[src/rtl/wsm_pkg.sv]
// ----------------------------------------------------------------------------
// wsm_pkg: shared constants and types of the wheel speed meter
// Widths, register indexes and the small structs passed between modules.
// ----------------------------------------------------------------------------
package wsm_pkg;

	// state widths
	localparam int ELAPSED_W = 20;
	localparam int COUNT_W   = 16;
	localparam int GAIN_W    = 10;
	localparam int THR_W     = 8;
	localparam int WINDOW_W  = 12;
	localparam int TIMER_W   = 10;
	localparam int SPEED_W   = 8;
	localparam int CFG_W     = 12;
	localparam int CFG_IDX_W = 3;

	// arithmetic widths
	localparam int PROD_W     = COUNT_W + GAIN_W;
	localparam int DIVIDEND_W = PROD_W + 4;
	localparam int DIVISOR_W  = ELAPSED_W;
	localparam int DSH_W      = DIVISOR_W + SPEED_W;
	localparam int CMP_W      = (DIVIDEND_W > DSH_W) ? DIVIDEND_W : DSH_W;
	localparam int STEP_W     = $clog2(SPEED_W + 1);

	// fast mode divides count*gain by this
	localparam int FAST_DIV = 100;

	// stream word widths
	localparam int IN_W  = 8;
	localparam int OUT_W = 24;

	// configuration register indexes
	localparam logic [CFG_IDX_W-1:0] REG_THRESHOLD = 3'd0;
	localparam logic [CFG_IDX_W-1:0] REG_GAIN_A    = 3'd1;
	localparam logic [CFG_IDX_W-1:0] REG_GAIN_B    = 3'd2;
	localparam logic [CFG_IDX_W-1:0] REG_WINDOW    = 3'd3;
	localparam logic [CFG_IDX_W-1:0] REG_BLINK     = 3'd4;
	localparam logic [CFG_IDX_W-1:0] REG_SEND      = 3'd5;

	// lamp and report drives from the timer block
	typedef struct packed {
		logic left;
		logic right;
		logic send;
	} lamp_t;

	// divider status
	typedef struct packed {
		logic busy;
		logic done;
	} div_stat_t;

endpackage

[src/rtl/wsm_sat_div.sv]
// ----------------------------------------------------------------------------
// wsm_sat_div: shared shift-subtract divider with 8-bit saturation
// One range check against divisor<<8 saturates to 255, otherwise eight
// restoring steps give the quotient. A zero divisor always saturates.
// ----------------------------------------------------------------------------
module wsm_sat_div import wsm_pkg::*; (
	input  logic                  clk,
	input  logic                  arst_n,
	input  logic                  start,
	input  logic [DIVIDEND_W-1:0] dividend,
	input  logic [DIVISOR_W-1:0]  divisor,
	output div_stat_t             stat,
	output logic [SPEED_W-1:0]    quotient
);

	logic                  busy_q;
	logic [STEP_W-1:0]     cnt_q;
	logic [DIVIDEND_W-1:0] rem_q;
	logic [DSH_W-1:0]      dsh_q;
	logic [SPEED_W-1:0]    quo_q;
	logic [CMP_W-1:0]      rem_x;
	logic [CMP_W-1:0]      dsh_x;
	logic                  ge;
	logic                  done;

	// one compare and subtract per cycle
	assign rem_x = CMP_W'(rem_q);
	assign dsh_x = CMP_W'(dsh_q);
	assign ge    = (rem_x >= dsh_x);
	assign done  = busy_q && (((cnt_q == '0) && ge) || (cnt_q == STEP_W'(SPEED_W)));

	assign quotient = (cnt_q == '0) ? {SPEED_W{1'b1}} : {quo_q[SPEED_W-2:0], ge};
	assign stat.busy = busy_q;
	assign stat.done = done;

	// control
	always_ff @(posedge clk or negedge arst_n) begin
		if (!arst_n) begin
			busy_q <= 1'b0;
			cnt_q  <= '0;
		end else if (start) begin
			busy_q <= 1'b1;
			cnt_q  <= '0;
		end else if (busy_q) begin
			if (done) begin
				busy_q <= 1'b0;
			end else begin
				cnt_q <= cnt_q + 1'b1;
			end
		end
	end

	// datapath
	always_ff @(posedge clk) begin
		if (start) begin
			rem_q <= dividend;
			dsh_q <= {divisor, {SPEED_W{1'b0}}};
			quo_q <= '0;
		end else if (busy_q && !done) begin
			if ((cnt_q != '0) && ge) begin
				rem_q <= DIVIDEND_W'(rem_x - dsh_x);
			end
			if (cnt_q != '0) begin
				quo_q <= {quo_q[SPEED_W-2:0], ge};
			end
			dsh_q <= dsh_q >> 1;
		end
	end

endmodule

[src/rtl/wsm_lamp_timers.sv]
// ----------------------------------------------------------------------------
// wsm_lamp_timers: turn signal phase and report pulse timers
// Both timers advance on the tick of an accepted word; the blinker drives
// are latched at each phase toggle.
// ----------------------------------------------------------------------------
module wsm_lamp_timers import wsm_pkg::*; (
	input  logic               clk,
	input  logic               arst_n,
	input  logic               step,
	input  logic               tick,
	input  logic               blink_left,
	input  logic               blink_right,
	input  logic [TIMER_W-1:0] blink_half_period,
	input  logic [TIMER_W-1:0] send_period,
	output lamp_t              lamps
);

	logic [TIMER_W-1:0] blink_tmr_q;
	logic [TIMER_W-1:0] send_tmr_q;
	logic               phase_q;
	logic               left_q;
	logic               right_q;
	logic               send_q;
	logic               active;
	logic [TIMER_W-1:0] blink_nxt;
	logic [TIMER_W-1:0] send_nxt;

	assign active = blink_left | blink_right;

	// advanced timer values for this word
	always_comb begin
		blink_nxt = blink_tmr_q;
		if (tick && (blink_tmr_q != '1)) begin
			blink_nxt = blink_tmr_q + 1'b1;
		end
		if (!active) begin
			blink_nxt = '0;
		end
		send_nxt = send_tmr_q;
		if (tick && (send_tmr_q != '1)) begin
			send_nxt = send_tmr_q + 1'b1;
		end
	end

	always_ff @(posedge clk or negedge arst_n) begin
		if (!arst_n) begin
			blink_tmr_q <= '0;
			send_tmr_q  <= '0;
			phase_q     <= 1'b0;
			left_q      <= 1'b0;
			right_q     <= 1'b0;
			send_q      <= 1'b0;
		end else if (step) begin
			// blink phase
			if (blink_nxt >= blink_half_period) begin
				blink_tmr_q <= '0;
				phase_q     <= ~phase_q;
				left_q      <= ~phase_q & blink_left;
				right_q     <= ~phase_q & blink_right;
			end else begin
				blink_tmr_q <= blink_nxt;
			end
			// report pulse
			if (send_nxt >= send_period) begin
				send_tmr_q <= '0;
				send_q     <= 1'b1;
			end else begin
				send_tmr_q <= send_nxt;
				send_q     <= 1'b0;
			end
		end
	end

	assign lamps.left  = left_q;
	assign lamps.right = right_q;
	assign lamps.send  = send_q;

endmodule

[src/rtl/dual_mode_wheel_speed_meter_top.sv]
// ----------------------------------------------------------------------------
// dual_mode_wheel_speed_meter_top: two-channel wheel speed meter, lamp drive
// Window or interval speed measurement per channel, blinker and report timers.
// ----------------------------------------------------------------------------
// Each channel that produces a new speed passes through a multiply state, a
// load state and the shift-subtract divider shared by both channels.
// The input is taken only while the sequencer is idle; a finished result
// waits in the output register, so the next word can be taken meanwhile.
// The sequencer holds in its completion state while the previous result is
// still unread, so receiver stalls hold up the next word.
module dual_mode_wheel_speed_meter_top import wsm_pkg::*; (
	input  logic                 clk,
	input  logic                 arst_n,
	input  logic                 s_axis_tvalid,
	output logic                 s_axis_tready,
	// tick, pulse_a, pulse_b, head_on, dipped_on, blink_left, blink_right, pad
	input  logic [IN_W-1:0]      s_axis_tdata,
	output logic                 m_axis_tvalid,
	input  logic                 m_axis_tready,
	// speed_a[7:0], speed_b[15:8], fast_mode_a, fast_mode_b, head_lamps,
	// dipped_lamps, left_lamp, right_lamp, send_speed, pad
	output logic [OUT_W-1:0]     m_axis_tdata,
	input  logic                 cfg_we,
	input  logic [CFG_IDX_W-1:0] cfg_idx,
	input  logic [CFG_W-1:0]     cfg_data
);

	// sequencer states
	localparam logic [2:0] S_IDLE = 3'd0;
	localparam logic [2:0] S_DEC  = 3'd1;
	localparam logic [2:0] S_MUL  = 3'd2;
	localparam logic [2:0] S_LOAD = 3'd3;
	localparam logic [2:0] S_DIV  = 3'd4;
	localparam logic [2:0] S_DONE = 3'd5;

	logic [2:0]            state_q;
	logic                  ch_q;
	logic [THR_W-1:0]      thr_q;
	logic [GAIN_W-1:0]     gain_a_q;
	logic [GAIN_W-1:0]     gain_b_q;
	logic [WINDOW_W-1:0]   window_q;
	logic [TIMER_W-1:0]    blink_per_q;
	logic [TIMER_W-1:0]    send_per_q;
	logic [ELAPSED_W-1:0]  elapsed_a_q;
	logic [ELAPSED_W-1:0]  elapsed_b_q;
	logic [COUNT_W-1:0]    count_a_q;
	logic [COUNT_W-1:0]    count_b_q;
	logic [SPEED_W-1:0]    speed_a_q;
	logic [SPEED_W-1:0]    speed_b_q;
	logic                  mode_a_q;
	logic                  mode_b_q;
	logic                  head_q;
	logic                  dipped_q;
	logic                  fast_q;
	logic [PROD_W-1:0]     prod_q;
	logic [DIVISOR_W-1:0]  divisor_q;
	logic                  out_valid_q;
	logic [OUT_W-1:0]      out_data_q;

	logic                  accept;
	logic                  out_free;
	logic                  out_load;
	logic [ELAPSED_W-1:0]  sel_elapsed;
	logic [COUNT_W-1:0]    sel_count;
	logic [GAIN_W-1:0]     sel_gain;
	logic                  sel_mode;
	logic                  fire;
	logic                  div_start;
	logic [DIVIDEND_W-1:0] dividend;
	logic                  new_mode_a;
	logic                  new_mode_b;
	div_stat_t             div_stat;
	logic [SPEED_W-1:0]    div_quo;
	lamp_t                 lamps;

	assign s_axis_tready = (state_q == S_IDLE);
	assign accept        = s_axis_tvalid & s_axis_tready;
	assign out_free      = ~out_valid_q | m_axis_tready;
	assign out_load      = (state_q == S_DONE) & out_free;

	// configuration registers
	always_ff @(posedge clk or negedge arst_n) begin
		if (!arst_n) begin
			thr_q       <= THR_W'(10);
			gain_a_q    <= GAIN_W'(322);
			gain_b_q    <= GAIN_W'(322);
			window_q    <= WINDOW_W'(1000);
			blink_per_q <= TIMER_W'(500);
			send_per_q  <= TIMER_W'(500);
		end else if (cfg_we) begin
			unique case (cfg_idx)
				REG_THRESHOLD: thr_q       <= cfg_data[THR_W-1:0];
				REG_GAIN_A:    gain_a_q    <= cfg_data[GAIN_W-1:0];
				REG_GAIN_B:    gain_b_q    <= cfg_data[GAIN_W-1:0];
				REG_WINDOW:    window_q    <= cfg_data[WINDOW_W-1:0];
				REG_BLINK:     blink_per_q <= cfg_data[TIMER_W-1:0];
				REG_SEND:      send_per_q  <= cfg_data[TIMER_W-1:0];
				default: begin
				end
			endcase
		end
	end

	// channel select and fire decision
	always_comb begin
		sel_elapsed = ch_q ? elapsed_b_q : elapsed_a_q;
		sel_count   = ch_q ? count_b_q : count_a_q;
		sel_gain    = ch_q ? gain_b_q : gain_a_q;
		sel_mode    = ch_q ? mode_b_q : mode_a_q;
		fire        = sel_mode ? (sel_elapsed >= ELAPSED_W'(window_q)) : (sel_count != '0);
	end

	// slow mode scales by ten: p*8 + p*2
	assign dividend  = fast_q ? DIVIDEND_W'(prod_q) :
		DIVIDEND_W'({prod_q, 3'b000}) + DIVIDEND_W'({prod_q, 1'b0});
	assign div_start = (state_q == S_LOAD);

	assign new_mode_a = (speed_a_q > thr_q);
	assign new_mode_b = (speed_b_q > thr_q);

	// sequencer and channel state
	always_ff @(posedge clk or negedge arst_n) begin
		if (!arst_n) begin
			state_q     <= S_IDLE;
			ch_q        <= 1'b0;
			elapsed_a_q <= '0;
			elapsed_b_q <= '0;
			count_a_q   <= '0;
			count_b_q   <= '0;
			speed_a_q   <= '0;
			speed_b_q   <= '0;
			mode_a_q    <= 1'b1;
			mode_b_q    <= 1'b1;
		end else begin
			unique case (state_q)
				S_IDLE: begin
					if (accept) begin
						if (s_axis_tdata[0]) begin
							if (elapsed_a_q != '1) elapsed_a_q <= elapsed_a_q + 1'b1;
							if (elapsed_b_q != '1) elapsed_b_q <= elapsed_b_q + 1'b1;
						end
						if (s_axis_tdata[1] && (count_a_q != '1)) begin
							count_a_q <= count_a_q + 1'b1;
						end
						if (s_axis_tdata[2] && (count_b_q != '1)) begin
							count_b_q <= count_b_q + 1'b1;
						end
						ch_q    <= 1'b0;
						state_q <= S_DEC;
					end
				end
				S_DEC: begin
					if (fire) begin
						state_q <= S_MUL;
					end else if (ch_q) begin
						state_q <= S_DONE;
					end else begin
						ch_q <= 1'b1;
					end
				end
				S_MUL: begin
					// operands captured, the channel restarts its measurement
					if (ch_q) begin
						elapsed_b_q <= '0;
						count_b_q   <= '0;
					end else begin
						elapsed_a_q <= '0;
						count_a_q   <= '0;
					end
					state_q <= S_LOAD;
				end
				S_LOAD: begin
					state_q <= S_DIV;
				end
				S_DIV: begin
					if (div_stat.done) begin
						if (ch_q) begin
							speed_b_q <= div_quo;
							state_q   <= S_DONE;
						end else begin
							speed_a_q <= div_quo;
							ch_q      <= 1'b1;
							state_q   <= S_DEC;
						end
					end
				end
				S_DONE: begin
					if (out_free) begin
						mode_a_q    <= new_mode_a;
						mode_b_q    <= new_mode_b;
						state_q     <= S_IDLE;
					end
				end
				default: begin
					state_q <= S_IDLE;
				end
			endcase
		end
	end

	// output word valid: set from the completion state, cleared when taken
	always_ff @(posedge clk or negedge arst_n) begin
		if (!arst_n) begin
			out_valid_q <= 1'b0;
		end else if (out_load) begin
			out_valid_q <= 1'b1;
		end else if (m_axis_tready) begin
			out_valid_q <= 1'b0;
		end
	end

	// datapath registers
	always_ff @(posedge clk) begin
		if (accept) begin
			head_q   <= s_axis_tdata[3];
			dipped_q <= s_axis_tdata[4];
		end
		if (state_q == S_MUL) begin
			prod_q    <= PROD_W'(sel_count) * PROD_W'(sel_gain);
			fast_q    <= sel_mode;
			divisor_q <= sel_mode ? DIVISOR_W'(FAST_DIV) : sel_elapsed;
		end
		if (out_load) begin
			out_data_q <= {1'b0, lamps.send, lamps.right, lamps.left, dipped_q, head_q,
				new_mode_b, new_mode_a, speed_b_q, speed_a_q};
		end
	end

	assign m_axis_tvalid = out_valid_q;
	assign m_axis_tdata  = out_data_q;

	// shared divider
	wsm_sat_div u_div (
		.clk      (clk),
		.arst_n   (arst_n),
		.start    (div_start),
		.dividend (dividend),
		.divisor  (divisor_q),
		.stat     (div_stat),
		.quotient (div_quo)
	);

	// blinker and report timers
	wsm_lamp_timers u_timers (
		.clk               (clk),
		.arst_n            (arst_n),
		.step              (accept),
		.tick              (s_axis_tdata[0]),
		.blink_left        (s_axis_tdata[5]),
		.blink_right       (s_axis_tdata[6]),
		.blink_half_period (blink_per_q),
		.send_period       (send_per_q),
		.lamps             (lamps)
	);

`ifndef SYNTHESIS
	// divider finishes only while the sequencer waits for it
	a_div_done_in_div: assert property (@(posedge clk) disable iff (!arst_n)
		div_stat.done |-> (state_q == S_DIV))
		else $error("divider finished outside the divide state");

	// while waiting, the divider is running
	a_div_busy: assert property (@(posedge clk) disable iff (!arst_n)
		(state_q == S_DIV) |-> div_stat.busy)
		else $error("divide state with idle divider");

	// a result is raised only from the completion state
	a_out_from_done: assert property (@(posedge clk) disable iff (!arst_n)
		$rose(m_axis_tvalid) |-> ($past(state_q) == S_DONE))
		else $error("output word raised outside completion");
`endif

endmodule
[config.mk]
export PLATFORM = sky130hd
export DESIGN_NAME = dual_mode_wheel_speed_meter_top
export DESIGN_NICKNAME = d
export VERILOG_FILES = /design/src/rtl/wsm_pkg.sv /design/src/rtl/wsm_sat_div.sv /design/src/rtl/wsm_lamp_timers.sv /design/src/rtl/dual_mode_wheel_speed_meter_top.sv
export SDC_FILE = /design/constraint.sdc
export NUM_CORES = 1
export LEC_CHECK = 0
export BUFFER_PORTS_ARGS = -buffer_cell sky130_fd_sc_hd__buf_2
export CAP_MARGIN = 0
export CORE_UTILIZATION = 60
export CTS_BUF_LIST = sky130_fd_sc_hd__clkbuf_2 sky130_fd_sc_hd__clkbuf_4 sky130_fd_sc_hd__clkbuf_8
export DETAILED_ROUTE_END_ITERATION = 10
export GPL_TIMING_DRIVEN = 0
export PLACE_DENSITY = 0.77
export SLEW_MARGIN = 20
export SYNTH_ARGS = -nofsm -noshare
export SYNTH_HDL_FRONTEND = slang
export SYNTH_SLANG_ARGS = --single-unit
[constraint.sdc]
create_clock -name clk -period 7.8 [get_ports clk]
set_clock_uncertainty 0.1 [all_clocks]
set_input_delay 0.39 -clock clk [delete_from_list [all_inputs] [get_ports clk]]
set_output_delay 0.39 -clock clk [all_outputs]
set_load 0.05 [all_outputs]
# == Word-level counts from Yosys, hierarchy flattened ==
# Index checks and enable logic that the tools add are counted.
# W data, S select, Z words.
# op_classes
multipliers,1
reduce_logical,40
bitwise,9
n_mux,55
add_sub_neg,9
shift,0
n_eq_ne,30
n_lt_le_gt_ge,6
div_mod_pow,0
# ops
cell,n
$mux W20,9
$mux W30,4
$mux W16,7
$pmux W20 S2,2
$pmux W16 S2,2
$mux W10,6
$mux W28,2
$add A20 B1 Y20 const B,2
$ne A20 B20 Y1 const B,2
$add A16 B1 Y16 const B,2
$ne A16 B16 Y1 const B,2
$add A29 B27 Y30,1
$ge A30 B28 Y1,1
$sub A30 B28 Y30,1
$mul A16 B10 Y26,1
$reduce_and A2 Y1,11
$add A10 B1 Y10 const B,2
$ge A10 B10 Y1,2
$ge A20 B12 Y1,1
$ne A10 B10 Y1 const B,2
$mux W3,6
$pmux W3 S6,1
$gt A8 B8 Y1,2
$reduce_and A4 Y1,4
other kinds (26),75
# totals
memories,0
output_inout_bits,26
latchBits,0
in_bits,28
regBits,321
mem_bits_rw,0
mem_bits_ro,0

# == Logic depth before layout (Yosys ltp) ==
# Gate-level depths: netlist (run 1).
# logic_depth
depth_word,8
ltp_mapped,27
ltp_nobuf,22

# == Hierarchy ==
# Synthesis (run 1) repeated with hierarchy kept, for this count alone.
# hier_totals
cells_unflattened,2543
hier_area_um2,23936.7
# modules_own_cells
mod,n_inst,seq_area_each_um2,cells_per_inst,area_each_um2
dual_mode_wheel_speed_meter_top,1,6075.8,1754,17197.7
wsm_sat_div,1,1926.8,538,4702.0
wsm_lamp_timers,1,600.6,251,2037.0

# == Worst setup path after synthesis (run 1) ==
# No wires, ideal clock.
# synth_path
kind,reg2reg
startpoint,reg ch_q
endpoint,"reg prod_q[24], data pin"
setup_ns,0.258
setup_slack_ns,0.771
path_stages_with_launch,24
arrival_time_ns,6.672
required_ns,7.442
path_buffers,5
cell_sequence,dfrtp_1 -> clkbuf_1 -> buf_2 -> buf_1 -> clkbuf_1 -> buf_1 -> mux2i_1 -> nor2_1 -> fa_1 -> fa_1 -> fa_1 -> fa_1 -> inv_1 -> fa_1 -> inv_1 -> ha_1 -> a21o_1 -> a21oi_1 -> nor2b_1 -> nand2_1 -> o221ai_1 -> o311ai_0 -> a21oi_1 -> xnor2_1
# synth_via
elab_chain_cells,2
elab_cells_between_ends,3
classes_between,mul: 1; mux: 2
# synth_rtl
item,line,source
"start, declared",dual_mode_wheel_speed_meter_top.sv:37,logic ch_q;
"start signal, assigned",dual_mode_wheel_speed_meter_top.sv:125,ch_q <= 1'b0;
"start signal, assigned",dual_mode_wheel_speed_meter_top.sv:148,ch_q <= 1'b0;
"start signal, assigned",dual_mode_wheel_speed_meter_top.sv:158,ch_q <= 1'b1;
$mux W16 / $mux W10 (equally long branches),"dual_mode_wheel_speed_meter_top.sv:107, dual_mode_wheel_speed_meter_top.sv:108",
$mul A16 B10 Y26 (*),dual_mode_wheel_speed_meter_top.sv:219,prod_q <= PROD_W'(sel_count) * PROD_W'(sel_gain);
"end signal, assigned",dual_mode_wheel_speed_meter_top.sv:219,
"end, declared",dual_mode_wheel_speed_meter_top.sv:55,logic [PROD_W-1:0] prod_q;
# Every way passes the cells marked *; elsewhere a longest branch is shown, timed or not.
# A chain may end at the register's enable or synchronous reset.

# == Worst setup path after layout (run 1) ==
# Ends and elaborated chain as after synthesis.

==> flow_metrics.env, run 1 <==
export IMPL_outcome="completed"
export IMPL_path_cells="buf_4 > clkbuf_2 > mux2i_1 > clkbuf_1 > nor2_1 > fa_1 > fa_1 > fa_1 > fa_1 > inv_1 > fa_1 > inv_1 > ha_1 > buf_1 > nand2_1 > o21ai_0 > a41o_1 > o221ai_1 > o311ai_0 > a21oi_1 > xnor2_1"
export IMPL_cts_tree="built"
export IMPL_r2r_start="ch_q"
export IMPL_final_util_pct=68.1
export IMPL_fin_nets=2834
export IMPL_gp_congestion=0.939
export IMPL_syn_inst=2404
export IMPL_firstDrtPassIters=6
export IMPL_synth_area_leader_cell="dfrtp_1"
export IMPL_worst_setup_path_end_kind="flop"
export IMPL_insertion_delay_ns=0.66
export IMPL_syn_area_sq_mm=0.0233
export IMPL_drive_above_1_share_pct=12.8
export IMPL_cts_num_sinks=321
export IMPL_overflow=0
export IMPL_postPlaceCellArea_sq_mm=0.0243
export IMPL_ys_seq_elements=321
export IMPL_critPathArrivalTime_ns=7.73
export IMPL_grtUsageTotal_pct=30.4
export IMPL_worst_pin_slew_ns=1.22
export IMPL_hp_start="s_axis_tdata[6]"
export IMPL_core_sq_mm=0.0379
export IMPL_syn_num_nets=2713
export IMPL_drt_wl_total_mm=58.1
export IMPL_initial_core_util_pct=61.5
export IMPL_peakVddDrop_uv=208
export IMPL_syn_to_final_growth_pct=10.7
export IMPL_route_detailed_drc=0
export IMPL_grt_pass1_wl_mm=94.4
export IMPL_path_buf_inv=6
export IMPL_wire_per_inst_microns=18.8
export IMPL_synth_common_cells="nand2_1 (254), nor2_1 (246), inv_1 (219), ha_1 (169), dfrtp_1 (156)"
export IMPL_yosysSeqAreaShare_pct=36.9
export IMPL_worst_path_most_repeated_cell="fa_1"
export IMPL_fmax_mhz=134
export IMPL_cts_buffer_depth=3
export IMPL_antenna_left=0
export IMPL_cp_top_family="adder cells"
export IMPL_finalPower_mw=9.10
export IMPL_grt_antenna_before_repair=4
export IMPL_dr_first_iter_drc_count=1508
export IMPL_start_kind="flop"
export IMPL_hpwlAfterDp_mm=44.3
export IMPL_yosysMostFrequentCell="nand2_1"
export IMPL_htree_levels=2
export IMPL_cts_setup_buffers=0
export IMPL_syn_area_per_cell_sq_um=9.71
export IMPL_fp_dieW_microns=199
export IMPL_viasPerCell=5.92
export IMPL_grt_pass1_vias=18295
export IMPL_synthTopCellsByArea="dfrtp_1 (17%), edfxtp_1 (16%), fa_1 (9.6%), ha_1 (9.1%), nand2_1 (4.1%)"
export IMPL_path_max_fanout=19
export IMPL_synth_warnings=0
export IMPL_synth_edf_count=122
export IMPL_fin_crit_ns=7.44
export IMPL_async_flop_share_pct=57.3
export IMPL_synthFlopType="dfrtp_1"
export IMPL_drv_cap=0
export IMPL_numPortBuffers=51
export IMPL_critical_path_max_stage_delay_ns=0.58
export IMPL_critPathSlowestCell="dfrtp_1"
export IMPL_grt_max_degree=100
export IMPL_startpoint="ch_q"
export IMPL_netlist_cell_type_count=83
export IMPL_rsz0062_at_grt="no"
export IMPL_rows=71
export IMPL_cts_root_buf="clkbuf_8"
export IMPL_p_per_area_mw_per_mm2=352
export IMPL_die_h_microns=199
export IMPL_worstPathRequired_ns=8.10
export IMPL_cts_buffers=53
export IMPL_slew_headroom_pct=16.2
export IMPL_via_count=18237
export IMPL_slew_viol_final=0
export IMPL_die_area_sq_mm=0.0397
export IMPL_clkTransAtPathRegs_ns=0.07
export IMPL_io_pins=54
export IMPL_crit_type="flop to flop"
export IMPL_setup_violations=0
export IMPL_p_leak_nw=11.8
export IMPL_netlist_area_leader_share_pct=16.7
export IMPL_finalHoldViolCount=0
export IMPL_fin_crit_sh_pct=95.4
export IMPL_min_path_type="input port to flop"
export IMPL_fin_area_sq_mm=0.0258
worst paths after layout:
| check | to | cells after the start | slack, ns |
|---|---|---|---|
| max | prod_q[24] | 21 | 0.36 |
| min | u_timers.right_q | 3 | 0.09 |
| max reg2reg | prod_q[24] | 21 | 0.36 |
| min reg2reg | m_axis_tdata[18] | 0 | 0.34 |
| max in group asynchronous | window_q[3] | 3 | 6.44 |
| min in group asynchronous | u_timers.blink_tmr_q[9] | 2 | 0.24 |
timing repair:
item | CTS | global route
resized for setup | 12 | 15
endpoints found under the setup margin | 13 | 6
hold endpoints to repair | 104 | 0
hold buffers | 16 | 0
gates cloned | 0 | 0
layout by cell type (no fill, tap or decap), types with 12 or more instances in the layout:
cell,count
nor3_1,25
dfrtp_1,156
and2_1,18
o21ai_0,93
nor2b_1,26
nand4_1,37
xnor2_1,74
ha_1,169
nand2_1,253
clkbuf_8,67
clkinv_2,12
nand2b_1,26
mux2_4,16
o21a_1,19
a21o_1,52
inv_1,218
nand3_1,50
o41ai_1,12
dlygate4sd3_1,16
dfstp_2,28
xor2_1,60
a211oi_1,33
o31ai_1,33
fa_1,112
a21oi_1,122
or2_2,20
dfxtp_1,15
mux2_2,81
edfxtp_1,122
or3_1,21
clkbuf_1,61
mux2i_1,29
buf_2,52
nor2_1,245
and3_1,20
layer usage:
layer	vias up	GRT usage, %	part of all wire [%]
met3	142	3.90	6.4
met4	0	12.8	3.6
met2	643	49.2	47
met5	-	0	0
li1	8581	-	-
met1	8871	41.4	43
through the flow:
stage	hold slack [ns]	TNS [ns]	cells	worst slack, ns
finish	0.0942	0	3082	0.361
global route	0.109	0	3082	0.00937
CTS	0.0471	0	3083	0.0412
detailed placement	0.325	-6.74	2968	-0.912
global placement	0.305	-4.91	2966	-0.750
floorplan	-0.00559	0	2404	0.771
cell type report:
cell class	count	area (sq um)
multi-input cells	1781	13700
fillers	2920	12100
flip-flops and latches	321	8600
clock buffers	76	990
inverters	219	822
well taps	511	639
repair buffers	69	480
plain buffers	80	335
clock inverters	24	293
diodes	1	2.50
sequential cells by signal (all words and copies together), names as in the netlist, 12 cells and up:
signal	count
elapsed_b_q	20
count_a_q	16
divisor_q	20
count_b_q	16
elapsed_a_q	20
u_div.rem_q	30
m_axis_tdata	23
u_div.dsh_q	28
prod_q	26
window_q	12
cells by family (layout without fill, tap and decap cells):
family	count (synthesis)	count (layout)	share of synthesized area (%)
simple gates	776	776	15.3
xor+xnor	134	134	5.03
other cells	1	2	0.0161
mux	134	134	6.52
buf+inv	302	468	4.94
fa+ha+maj	281	281	18.7
compound gates	455	455	12.7
flops	321	321	36.9
where the power goes:
part / internal [mW] / switching, mW / total [mW]
Sequential: 2.47 / 0.315 / 2.79
Clock: 1.03 / 0.737 / 1.76
Combinational: 1.76 / 2.79 / 4.55
worst min-delay path, delay by kind of cell:
kind,cells,cell delay [ns]
muxes,1,0.15
and+or+nand+nor,1,0.13
buffers and inverters,1,0.11
Note: power is estimated with default switching activity, not from simulation.
==> run 2: changes to the inputs <==
--- a/config.mk
+++ b/config.mk
@@ -8,7 +8,6 @@
 export BUFFER_PORTS_ARGS = -buffer_cell sky130_fd_sc_hd__buf_2
 export CAP_MARGIN = 0
 export CORE_UTILIZATION = 60
-export CTS_BUF_LIST = sky130_fd_sc_hd__clkbuf_2 sky130_fd_sc_hd__clkbuf_4 sky130_fd_sc_hd__clkbuf_8
 export DETAILED_ROUTE_END_ITERATION = 10
 export GPL_TIMING_DRIVEN = 0
 export PLACE_DENSITY = 0.77
@@ -16,3 +15,4 @@
 export SYNTH_ARGS = -nofsm -noshare
 export SYNTH_HDL_FRONTEND = slang
 export SYNTH_SLANG_ARGS = --single-unit
+export TNS_END_PERCENT = 50
==> flow_metrics.env, run 2 (same netlist as run 1, synthesis figures left out) <==
export IMPL_register_area_sq_mm=0.00860
export IMPL_numPortBuffers=51
export IMPL_switching_share_pct=42.2
export IMPL_cts_buffers=36
export IMPL_wire_per_inst_microns=19.1
export IMPL_via_count=18148
export IMPL_met3_usage_pct=3.88
export IMPL_slew_headroom_pct=19.3
export IMPL_core_sq_mm=0.0379
export IMPL_p_clk_share_pct=19.6
export IMPL_drive_above_1_share_pct=11.6
export IMPL_top_regs="u_div.rem_q: 30 flops, u_div.dsh_q: 28 flops, prod_q: 26 flops"
export IMPL_crit_type="flop to flop"
export IMPL_worst_slack_ns=0.424
export IMPL_p_int_mw=5.27
export IMPL_grtUsageTotal_pct=30.4
export IMPL_cts_buffer_depth=3
export IMPL_worstPathRequired_ns=8.00
export IMPL_grtUsageMet1_pct=41.3
export IMPL_gp_congestion=0.939
export IMPL_initial_core_util_pct=61.5
export IMPL_endpoint="prod_q[24]"
export IMPL_cts_num_sinks=321
export IMPL_globalRoute_busiestLayer="met2"
export IMPL_rr_endpoint="prod_q[24]"
export IMPL_place_ws_ns=-0.912
export IMPL_path_buf_inv=5
export IMPL_grt_max_degree=100
export IMPL_grt_pass1_vias=18187
export IMPL_holdWs_ns=0.0538
export IMPL_worst_pin_slew_ns=1.18
export IMPL_path_max_fanout=19
export IMPL_htree_levels=2
export IMPL_dr_first_iter_drc_count=1613
export IMPL_postPlaceCellArea_sq_mm=0.0243
export IMPL_rsz0062_at_grt="no"
export IMPL_outcome="completed"
export IMPL_cp_depth=20
export IMPL_tns_ns=0
export IMPL_layout_common_cells="nand2_1 (253), nor2_1 (245), inv_1 (218), ha_1 (169), dfrtp_1 (155)"
export IMPL_p_leak_nw=11.7
export IMPL_regMostFlops="u_div.rem_q"
export IMPL_clkTransAtPathRegs_ns=0.06
export IMPL_critical_path_max_stage_delay_ns=0.56
export IMPL_critPathArrivalTime_ns=7.58
export IMPL_route_detailed_drc=0
export IMPL_grt_antenna_before_repair=3
export IMPL_met2_usage_pct=49.1
export IMPL_fmax_mhz=136
export IMPL_comb_power_share_pct=49.8
export IMPL_reg2reg_depth=20
export IMPL_drv_cap=0
export IMPL_fin_nets=2806
export IMPL_antenna_left=0
export IMPL_rows=71
export IMPL_fin_crit_ns=7.38
export IMPL_critPathSlowestCell="mux2i_2"
export IMPL_drt_wl_total_mm=57.9
export IMPL_firstDrtPassIters=5
export IMPL_worst_path_most_repeated_cell="fa_1"
export IMPL_multi_input_area_sq_mm=0.0137
export IMPL_cts_root_buf="clkbuf_16"
export IMPL_final_common_cell="nand2_1"
export IMPL_insertion_delay_ns=0.56
export IMPL_worst_setup_path_end_kind="flop"
export IMPL_slew_viol_final=0
export IMPL_largest_register_ffs=30
export IMPL_die_area_sq_mm=0.0397
export IMPL_io_pins=54
export IMPL_viasPerCell=5.98
export IMPL_peakVddDrop_uv=189
export IMPL_fp_dieW_microns=199
export IMPL_fin_area_sq_mm=0.0257
export IMPL_cts_tree="built"
export IMPL_min_path_type="input port to flop"
export IMPL_setup_violations=0
export IMPL_startpoint="ch_q"
export IMPL_hpwlAfterDp_mm=44.3
export IMPL_r2r_slack_ns=0.42
export IMPL_die_h_microns=199
export IMPL_r2r_start="ch_q"
export IMPL_syn_to_final_growth_pct=10.0
export IMPL_start_kind="flop"
export IMPL_p_seq_share_pct=30.6
export IMPL_p_per_area_mw_per_mm2=355
export IMPL_overflow=0
export IMPL_fin_crit_sh_pct=94.6
export IMPL_cts_setup_buffers=0
export IMPL_path_cells="buf_4 > clkbuf_4 > mux2i_2 > clkbuf_2 > nor2_1 > fa_1 > fa_1 > fa_1 > fa_1 > inv_1 > fa_1 > inv_1 > ha_1 > a21oi_1 > o21ai_0 > a41o_1 > o221ai_1 > o311ai_0 > a21oi_1 > xnor2_1"
export IMPL_finalHoldViolCount=0
export IMPL_grt_pass1_wl_mm=94.5
export IMPL_final_fill_count=2933
export IMPL_cp_top_family="adder cells"
export IMPL_power_switching_mw=3.84
run 2: cell types whose count changed in the layout (fill, tap and decap cells not counted), moves of 2 or more:
| cell | change |
|---|---|
| clkbuf_8 | -64 |
| clkbuf_16 | +37 |
| dlygate4sd3_1 | -11 |
| clkbuf_4 | -9 |
| clkbuf_1 | +6 |
| clkinv_2 | -5 |
| mux2i_2 | +3 |
| bufinv_16 | -2 |
| mux2i_4 | -2 |
run 2: cell type report:
cell class | instances | area share, %
repair buffers | 58 | 1.44
clock buffers | 46 | 3.85
multi-input cells | 1781 | 53.2
well taps | 511 | 2.49
flip-flops and latches | 321 | 33.5
diodes | 1 | 0.00974
inverters | 219 | 3.20
clock inverters | 20 | 0.979
plain buffers | 80 | 1.31
run 2: worst min path at each step:
| stage | startpoint | slack (ns) | depth (start not counted) | end |
|---|---|---|---|---|
| after CTS | cfg_data[1] | 0.01 | 3 | thr_q[1] |
| after detailed placement | head_q | 0.32 | 0 | m_axis_tdata[18] |
| after floorplan | arst_n | -0.006 | 0 | blink_per_q[0] |
| final | cfg_data[1] | 0.05 | 3 | thr_q[1] |
| after global placement | dipped_q | 0.31 | 0 | m_axis_tdata[19] |
| after global routing | cfg_data[1] | 0.07 | 3 | thr_q[1] |
run 2: power groups by stage:
stage | combinational, mW | sequential (mW) | clock [mW]
finish | 4.54 | 2.79 | 1.78
global route | 5.02 | 2.84 | 1.86
CTS | 4.48 | 2.77 | 1.80
detailed placement | 4.43 | 2.80 | 0
global placement | 4.27 | 2.79 | 0
floorplan | 3.31 | 2.75 | 0
run 2: per-layer routing:
metal | share of wire [%] | routed length, microns | up-vias
met5 | 0 | 0 | -
met4 | 3.8 | 2230 | 0
met3 | 6.1 | 3550 | 137
met2 | 46 | 26800 | 608
met1 | 44 | 25400 | 8875
li1 | - | - | 8528
run 2: worst register-to-register path: cells and delay by family, from the launching register on:
| kind | cells | cell delay, ns |
|---|---|---|
| mux | 1 | 0.56 |
| compound gates | 6 | 1.63 |
| buf+inv | 5 | 1.20 |
| simple gates | 1 | 0.10 |
| xor+xnor | 1 | 0.09 |
| fa+ha+maj | 6 | 2.93 |
| flops | 1 | 0.49 |
run 2: metrics by stage:
step | instances | power [mW] | util (%)
global placement | 2966 | 7.05 | 63.9
finish | 3037 | 9.11 | 67.7
CTS | 3038 | 9.06 | 67.6
floorplan | 2404 | 6.06 | -
detailed placement | 2968 | 7.23 | 64.1
global route | 3037 | 9.72 | 67.7
run 2: timing repair:
item                                    in CTS  in global routing
hold buffers                                 5                  0
gates cloned                                 0                  0
hold endpoints to repair                    78                  0
resized for setup                           12                 15
endpoints found under the setup margin      13                  6
==> run 3: changes to the inputs <==
--- a/config.mk
+++ b/config.mk
@@ -8,6 +8,7 @@
 export BUFFER_PORTS_ARGS = -buffer_cell sky130_fd_sc_hd__buf_2
 export CAP_MARGIN = 0
 export CORE_UTILIZATION = 60
+export CTS_BUF_LIST = sky130_fd_sc_hd__clkbuf_16
 export DETAILED_ROUTE_END_ITERATION = 10
 export GPL_TIMING_DRIVEN = 0
 export PLACE_DENSITY = 0.77
==> flow_metrics.env, run 3 (same netlist as run 1, synthesis figures left out) <==
export IMPL_core_sq_mm=0.0379
export IMPL_cts_buffers=36
export IMPL_critPathSlowestCell="fa_1"
export IMPL_firstDrtPassIters=6
export IMPL_setup_violations=0
export IMPL_critPathArrivalTime_ns=7.59
export IMPL_insertion_delay_ns=0.56
export IMPL_slew_headroom_pct=20.0
export IMPL_numPortBuffers=51
export IMPL_wire_per_inst_microns=19.1
export IMPL_start_kind="flop"
export IMPL_cts_tree="built"
export IMPL_syn_to_final_growth_pct=9.90
export IMPL_p_leak_nw=11.7
export IMPL_worstPathRequired_ns=8.00
export IMPL_rsz0062_at_grt="no"
export IMPL_min_path_type="input port to flop"
export IMPL_fin_area_sq_mm=0.0257
export IMPL_finalPower_mw=9.07
export IMPL_grt_pass1_wl_mm=94.6
export IMPL_die_h_microns=199
export IMPL_cts_buffer_depth=3
export IMPL_fin_nets=2806
export IMPL_path_buf_inv=5
export IMPL_path_cells="buf_4 > clkbuf_2 > mux2i_1 > clkbuf_1 > nor2_1 > fa_1 > fa_1 > fa_1 > fa_1 > inv_1 > fa_1 > inv_1 > ha_1 > a21oi_1 > o21ai_0 > a41o_1 > o221ai_1 > o311ai_0 > a21oi_1 > xnor2_1"
export IMPL_outcome="completed"
export IMPL_fp_dieW_microns=199
export IMPL_fin_crit_ns=7.39
export IMPL_finalHoldViolCount=0
export IMPL_grt_pass1_vias=18225
export IMPL_rows=71
export IMPL_dr_first_iter_drc_count=1536
export IMPL_via_count=18161
export IMPL_viasPerCell=5.98
export IMPL_path_max_fanout=19
export IMPL_regMostFlops="u_div.rem_q"
export IMPL_worst_setup_path_end_kind="flop"
export IMPL_slew_viol_final=0
export IMPL_p_clk_share_pct=19.2
export IMPL_fmax_mhz=135
export IMPL_power_switching_mw=3.84
export IMPL_multi_input_area_sq_mm=0.0137
export IMPL_drv_cap=0
export IMPL_peakVddDrop_uv=188
export IMPL_antenna_left=0
export IMPL_clkTransAtPathRegs_ns=0.06
export IMPL_worst_path_most_repeated_cell="fa_1"
export IMPL_layout_common_cells="nand2_1 (253), nor2_1 (245), inv_1 (224), ha_1 (169), dfrtp_1 (155)"
export IMPL_switching_share_pct=42.3
export IMPL_hpwlAfterDp_mm=44.3
export IMPL_cp_top_family="adder cells"
export IMPL_largest_register_ffs=30
export IMPL_final_common_cell="nand2_1"
export IMPL_drt_wl_total_mm=57.9
export IMPL_postPlaceCellArea_sq_mm=0.0243
export IMPL_critical_path_max_stage_delay_ns=0.55
export IMPL_htree_levels=2
export IMPL_final_fill_count=2939
export IMPL_worst_pin_slew_ns=1.17
export IMPL_drive_above_1_share_pct=11.5
export IMPL_p_seq_share_pct=30.8
export IMPL_gp_congestion=0.939
export IMPL_tns_ns=0
export IMPL_die_area_sq_mm=0.0397
export IMPL_grt_antenna_before_repair=3
export IMPL_grt_max_degree=100
export IMPL_cts_root_buf="clkbuf_16"
export IMPL_crit_type="flop to flop"
export IMPL_initial_core_util_pct=61.5
export IMPL_p_per_area_mw_per_mm2=354
export IMPL_register_area_sq_mm=0.00860
export IMPL_top_regs="u_div.rem_q: 30 flops, u_div.dsh_q: 28 flops, prod_q: 26 flops"
export IMPL_route_detailed_drc=0
export IMPL_io_pins=54
export IMPL_overflow=0
export IMPL_p_int_mw=5.23
export IMPL_cts_num_sinks=321
export IMPL_grtUsageTotal_pct=30.4
export IMPL_comb_power_share_pct=50.0
export IMPL_fin_crit_sh_pct=94.7
-- run 3: per-stage QoR --
stage	hold slack [ns]	util, %	worst slack (ns)	instances
after global routing	0.0678	67.6	0.126	3037
after global placement	0.305	63.9	-0.750	2966
after floorplan	-0.00559	-	0.771	2404
after CTS	0.0149	67.5	0.0101	3038
after detailed placement	0.325	64.1	-0.912	2968
final	0.0417	67.6	0.412	3037
-- run 3: what timing repair did --
item | in CTS | in global routing
setup buffers | 0 | 0
endpoints found under the setup margin | 13 | 6
hold buffers | 5 | 0
resized for setup | 12 | 15
pin swaps | 0 | 0
hold endpoints to repair | 78 | 0
-- run 3: final cells by class --
cell class,count,area share (%)
Sequential cell,321,33.5
Tap cell,511,2.49
Inverter,219,3.20
Clock buffer,37,3.61
Buffer,80,1.31
Antenna cell,1,0.00976
Clock inverter,29,1.11
Timing Repair Buffer,58,1.44
Multi-Input combinational cell,1781,53.3
-- run 3: power groups by stage --
stage / clock network [mW] / registers, mW / logic (mW)
floorplan: 0 / 2.75 / 3.31
global placement: 0 / 2.79 / 4.27
detailed placement: 0 / 2.80 / 4.43
CTS: 1.76 / 2.77 / 4.48
global route: 1.82 / 2.84 / 5.02
finish: 1.74 / 2.79 / 4.53
-- run 3: worst reg2reg max path, cell delays in order, from the launching register on --
cell	delay (ns)
dfrtp_2	0.51
buf_4	0.37
clkbuf_2	0.34
mux2i_1	0.33
clkbuf_1	0.53
nor2_1	0.15
fa_1	0.49
fa_1	0.55
fa_1	0.53
fa_1	0.55
inv_1	0.05
fa_1	0.52
inv_1	0.05
ha_1	0.34
a21oi_1	0.30
o21ai_0	0.14
a41o_1	0.27
o221ai_1	0.45
o311ai_0	0.24
a21oi_1	0.24
xnor2_1	0.09
-- run 3: final timing paths --
| path | startpoint | end | slack [ns] | cells after the start |
|---|---|---|---|---|
| worst max-delay path | ch_q | prod_q[24] | 0.41 | 20 |
| worst min-delay path | cfg_data[1] | thr_q[1] | 0.04 | 3 |
| worst max register to register | ch_q | prod_q[24] | 0.41 | 20 |
| worst min register to register | head_q | m_axis_tdata[18] | 0.34 | 0 |
| max in group asynchronous | arst_n | elapsed_b_q[1] | 6.34 | 3 |
| min in group asynchronous | arst_n | u_timers.blink_tmr_q[8] | 0.31 | 2 |
-- run 3: per-layer routing --
metal	vias up	wire [microns]	global-route usage, %
met5	-	0	0
met4	0	2250	12.8
met3	135	3580	3.88
met2	600	26800	49.2
met1	8902	25300	41.3
li1	8524	-	-
